===== src/hw/rtl/mpm_pkg.sv =====
// Shared constants, types and helpers for the multi-pattern case-folding matcher.
// No dependencies; every other file except mpm_ram refers to this package by scoped names.
package mpm_pkg;

  localparam int PATTERN_SLOTS   = 16;
  localparam int PATTERN_MAX_LEN = 32;

  localparam int SLOT_W = (PATTERN_SLOTS > 1) ? $clog2(PATTERN_SLOTS) : 1;
  localparam int POS_W  = $clog2(PATTERN_MAX_LEN);
  localparam int LEN_W  = $clog2(PATTERN_MAX_LEN + 1);
  localparam int BYTE_W = 8;
  localparam int OFF_W  = 32;

  localparam int OP_W       = 2;
  localparam int IN_SLOT_W  = 4;
  localparam int IN_POS_W   = 5;
  localparam int OUT_SLOT_W = 4;

  localparam logic [OP_W-1:0] OP_LOAD  = 2'd0;
  localparam logic [OP_W-1:0] OP_SCAN  = 2'd1;
  localparam logic [OP_W-1:0] OP_START = 2'd2;

  typedef struct packed {
    logic              take;
    logic              clear_we;
    logic              scan_issue;
    logic              emit_en;
    logic [SLOT_W-1:0] addr;
  } mpm_cmd_t;

  typedef struct packed {
    logic item_valid;
    logic item_scan;
    logic pipe_busy;
    logic mask_empty;
  } mpm_stat_t;

  // Fold ASCII upper case to lower case; zero stays zero.
  function automatic logic [BYTE_W-1:0] fold(input logic [BYTE_W-1:0] c);
    logic [BYTE_W-1:0] r;
    r = c;
    if (c >= 8'h41 && c <= 8'h5A) begin
      r = c + 8'h20;
    end
    return r;
  endfunction

endpackage


===== src/hw/rtl/mpm_ctrl.sv =====
// Sequencer: clear pass, input handshake, slot sweep, drain and result emission.
// Depends on mpm_pkg (command and status structs).
module mpm_ctrl (
  input  logic               clk,
  input  logic               rst,
  input  mpm_pkg::mpm_stat_t stat,
  output mpm_pkg::mpm_cmd_t  cmd
);

  localparam logic [2:0] ST_CLEAR = 3'd0;
  localparam logic [2:0] ST_IDLE  = 3'd1;
  localparam logic [2:0] ST_SCAN  = 3'd2;
  localparam logic [2:0] ST_DRAIN = 3'd3;
  localparam logic [2:0] ST_EMIT  = 3'd4;

  localparam logic [mpm_pkg::SLOT_W-1:0] CNT_LAST =
    mpm_pkg::SLOT_W'(mpm_pkg::PATTERN_SLOTS - 1);

  logic [2:0]                  state;
  logic [2:0]                  state_next;
  logic [mpm_pkg::SLOT_W-1:0]  cnt;
  logic [mpm_pkg::SLOT_W-1:0]  cnt_next;

  always_comb begin
    state_next     = state;
    cnt_next       = cnt;
    cmd            = '0;
    cmd.addr       = cnt;
    unique case (state)
      ST_CLEAR: begin
        cmd.clear_we = 1'b1;
        cnt_next     = cnt + 1'b1;
        if (cnt == CNT_LAST) begin
          cnt_next   = '0;
          state_next = ST_IDLE;
        end
      end
      ST_IDLE: begin
        cmd.take = 1'b1;
        if (stat.item_valid && stat.item_scan) begin
          cnt_next   = '0;
          state_next = ST_SCAN;
        end
      end
      ST_SCAN: begin
        cmd.scan_issue = 1'b1;
        cnt_next       = cnt + 1'b1;
        if (cnt == CNT_LAST) begin
          cnt_next   = '0;
          state_next = ST_DRAIN;
        end
      end
      ST_DRAIN: begin
        if (!stat.pipe_busy) begin
          state_next = ST_EMIT;
        end
      end
      ST_EMIT: begin
        cmd.emit_en = 1'b1;
        if (stat.mask_empty) begin
          state_next = ST_IDLE;
        end
      end
      default: begin
        state_next = ST_CLEAR;
        cnt_next   = '0;
      end
    endcase
  end

  always_ff @(posedge clk) begin
    if (rst) begin
      state <= ST_CLEAR;
      cnt   <= '0;
    end else begin
      state <= state_next;
      cnt   <= cnt_next;
    end
  end

endmodule


===== config.mk =====
export PLATFORM = sky130hd
export DESIGN_NAME = mpm_ctrl
export DESIGN_NICKNAME = d
export VERILOG_FILES = /design/src/hw/rtl/mpm_pkg.sv /design/src/hw/rtl/mpm_ctrl.sv
export SDC_FILE = /design/constraint.sdc
export NUM_CORES = 1
export LEC_CHECK = 0
export ABC_AREA = 0
export BUFFER_PORTS_ARGS = -buffer_cell sky130_fd_sc_hd__buf_2
export CAP_MARGIN = 20
export CORE_AREA = 5 5 42 44
export CTS_CLUSTER_SIZE = 24
export DETAILED_ROUTE_END_ITERATION = 6
export DIE_AREA = 0 0 47 49
export SYNTH_ARGS = -nofsm -noshare
export SYNTH_HDL_FRONTEND = slang
export SYNTH_SLANG_ARGS = --single-unit

===== constraint.sdc =====
create_clock -name clk -period 2.97 [get_ports clk]
set_input_delay 0.4455 -clock clk [delete_from_list [all_inputs] [get_ports clk]]
set_output_delay 0.4455 -clock clk [all_outputs]
set_load 0.05 [all_outputs]

==> results.sh <==
export IMPL_critPathSlowestCell="sky130_fd_sc_hd__dfxtp_1"
export IMPL_synth_top_cells_by_count="sky130_fd_sc_hd__dfxtp_1 (7), sky130_fd_sc_hd__nand2b_1 (5), sky130_fd_sc_hd__a21oi_1 (3), sky130_fd_sc_hd__nand3b_1 (3), sky130_fd_sc_hd__nor3_1 (3)"
export IMPL_area_growth_pct=21.86
export IMPL_worstSkewPairLatency_ps=240
export IMPL_post_synthesis_compound_gate_area_fraction_pct=20.36
export IMPL_port_buffers=13
export IMPL_synth_top_family_by_area="simple AND/OR/NAND/NOR gates"
export IMPL_fraction_of_layout_instances_using_a_drive_strength_above_1_pct=30.65
export IMPL_power_per_cell_area_nw_per_um2=460.4
export IMPL_worstReg2RegEnd="state[0]"
export IMPL_end_kind="output pin"
export IMPL_worst_pin_slew_ps=530.4
export IMPL_gr_usage_total_pct=8.668
export IMPL_core_um2=1401
export IMPL_globalplace_congestion=0.7513
export IMPL_synth_largest_area_cell="sky130_fd_sc_hd__dfxtp_1"
export IMPL_grt_first_pass_wirelength_um=1455
export IMPL_placement_rows=14
export IMPL_detailroute_via_count=391
export IMPL_synth_xor_area_share_pct=0
export IMPL_ys_ff_latch=7
export IMPL_synth_seq_area_share_pct=33.53
export IMPL_clk_transition_reported_paths_ps=50
export IMPL_worstPathArrival_ps=1500
export IMPL_synthesis_area_per_instance_um2=8.706
export IMPL_synthArstFlopShare_pct=0
export IMPL_die_area_um2=2303
export IMPL_irDropWorstVdd_mv=0.2280
export IMPL_cts_hold_fix_bufs=0
export IMPL_drcViolationCount=0
export IMPL_detailedPlacementHpwl_um=726.4
export IMPL_leading_cell_types_by_total_area_after_synthesis="sky130_fd_sc_hd__dfxtp_1 (34%), sky130_fd_sc_hd__nand2b_1 (7.5%), sky130_fd_sc_hd__nand3b_1 (5.4%)"
export IMPL_ctsLongestPathBuffers=2
export IMPL_fin_nets=70
export IMPL_worst_r2r_setup_slack_ps=1540
export IMPL_timing_final_max_slew_violations=0
export IMPL_critPathCapture="cmd[7]"
export IMPL_critical_path_reg2reg_startpoint="cnt[0]"
export IMPL_grt_setup_unrepaired="no"
export IMPL_synthDominantCellAreaShare_pct=33.53
export IMPL_timing_reg2reg_worst_path_depth=4
export IMPL_result_of_the_run="completed"
export IMPL_fp_dieH_um=49
export IMPL_die_width_um=47
export IMPL_synth_area_mux_share_pct=0
export IMPL_grt_antenna_before_repair=0
export IMPL_finalSetupTns_ps=0
export IMPL_cp_cell_sequence="nor2b_1, nor2b_1, buf_2"
export IMPL_worst_clock_skew_ps=0.4760
export IMPL_cp_required_ps=2520
export IMPL_maximum_number_of_pins_on_one_net_before_global_route_repair=11
export IMPL_timing_setup_critical_path_class="flip-flop to output pin"
export IMPL_detailedRoute_firstIterationViolations=14
export IMPL_relSlewSlack_pct=64.40
export IMPL_via_cell_ratio=5.013
export IMPL_initial_core_util_pct=29.82
export IMPL_cts_resized=0
export IMPL_power_leakage_nw=0.2105
export IMPL_cts_tree="done"
export IMPL_start_kind="flip-flop"
export IMPL_worstPathMaxFanout=9
export IMPL_dominantRegCellSynth="sky130_fd_sc_hd__dfxtp_1"
export IMPL_path_common_cell="sky130_fd_sc_hd__nor2b_1"
export IMPL_finalHoldViolCount=0
export IMPL_num_io_pins=14
export IMPL_cts_buffers=3
export IMPL_number_of_global_route_vias_before_repair=349
export IMPL_syn_instance_count=48
export IMPL_startpoint="state[0]"
export IMPL_synth_most_common_cell="sky130_fd_sc_hd__dfxtp_1"
export IMPL_finalWirelength_um=905
export IMPL_route_detailed_wl_per_inst_um=11.60
export IMPL_tritoncts_num_sinks=7
export IMPL_post_synth_instance_area_um2=417.9
export IMPL_final_core_utilization_pct=36.34
export IMPL_num_antenna_cells=0
export IMPL_layout_worst_path_cycle_share_pct=65.60
export IMPL_drv_cap=0
export IMPL_simple_gate_share_of_the_synthesized_area_pct=36.53
export IMPL_post_syn_nets=55
export IMPL_fmax_mhz=513.2
export IMPL_fin_crit_ps=1948
export IMPL_hold_worst_slack_ps=477.8
export IMPL_hold_path_class="input port to flip-flop"
export IMPL_pre_repair_dr_iteration_count=2
export IMPL_yosys_area_share_adder_pct=2.994
export IMPL_detail_route_antenna_nets=0
export IMPL_distinct_cell_type_count_of_the_synthesized_netlist=28
export IMPL_grt_overflow_total=0
export IMPL_fill_cells=165
export IMPL_number_of_flops_mapped_to_enable_cells_by_yosys=0
export IMPL_finalSetupViolCount=0
export IMPL_fin_total_pwr_uw=234.4
export IMPL_postCtsSetupBuffers=0
export IMPL_synth_warnings=0
export IMPL_cts_root_buf="sky130_fd_sc_hd__clkbuf_4"
export IMPL_slowest_delay_ps=520
export IMPL_htree_num_levels=1
## power breakdown
part	internal, mW	switching, mW
registers	0.0996	0.00622
logic	0.0138	0.0309
clock network	0.0511	0.0328
## worst min-delay path by stage
stage / startpoint / to / slack (ps) / depth (start not counted)
floorplan: state[2] / state[1] / 550 / 1
global route: rst / cnt[2] / 490 / 2
CTS: rst / cnt[2] / 470 / 2
detailed placement: cnt[1] / cnt[1] / 500 / 2
global placement: cnt[1] / cnt[1] / 500 / 2
finish: rst / cnt[2] / 480 / 2
## cells by family after synthesis
kind of cell / count (synthesis)
adder cells (fa/ha/maj): 1
AO/OA/AOI/OAI: 12
buffers and inverters: 5
AND/OR/NAND/NOR: 23
flip-flops: 7
## flip-flops by register name, indices dropped and copies added (netlist names)
name and count:
cnt 4, state 3
## metrics by stage
| stage | std cells | worst slack [ps] | area [µm²] |
|---|---|---|---|
| after detailed placement | 74 | 1280 | 483.0 |
| final | 78 | 1022 | 509.2 |
| after floorplan | 48 | 981.1 | 417.9 |
| after global routing | 78 | 897.7 | 509.2 |
| after global placement | 74 | 1329 | 483.0 |
| after CTS | 78 | 1013 | 509.2 |
## layout make-up
type / instances / area, µm² / share of cell area (%)
multi-input combinational: 36 / 250.2 / 49.14
tap: 16 / 20.02 / 3.931
clock buffer: 4 / 26.28 / 5.160
timing repair buffer: 13 / 65.06 / 12.78
sequential: 7 / 140.1 / 27.52
inverter: 2 / 7.507 / 1.474
## worst max-delay path, delay by kind of cell (launching register included)
family,cells,cell delay (ps)
flops,1,520
simple gates,2,480
buf+inv,1,260
## cells in the final DEF (no fill, tap or decap), types with 2 or more instances in the layout
cell / count
sky130_fd_sc_hd__nor3_1: 3
sky130_fd_sc_hd__a21oi_1: 3
sky130_fd_sc_hd__clkbuf_4: 3
sky130_fd_sc_hd__nand3_1: 2
sky130_fd_sc_hd__inv_1: 2
sky130_fd_sc_hd__nor2b_1: 2
sky130_fd_sc_hd__o21ai_0: 2
sky130_fd_sc_hd__buf_2: 13
sky130_fd_sc_hd__nand2b_1: 5
sky130_fd_sc_hd__nand3b_1: 3
sky130_fd_sc_hd__dfxtp_1: 7
## per-layer routing
layer  share of wire (%)  vias to the layer above  global-route usage, %
li1                    -                      207                      -
met1                  51                      169                  12.11
met2                  39                       13                  11.31
met3                 8.0                        2                  2.214
met4                 1.5                        0                  5.530
met5                   0                        -                      0
Note: power is estimated with default switching activity, not from simulation.
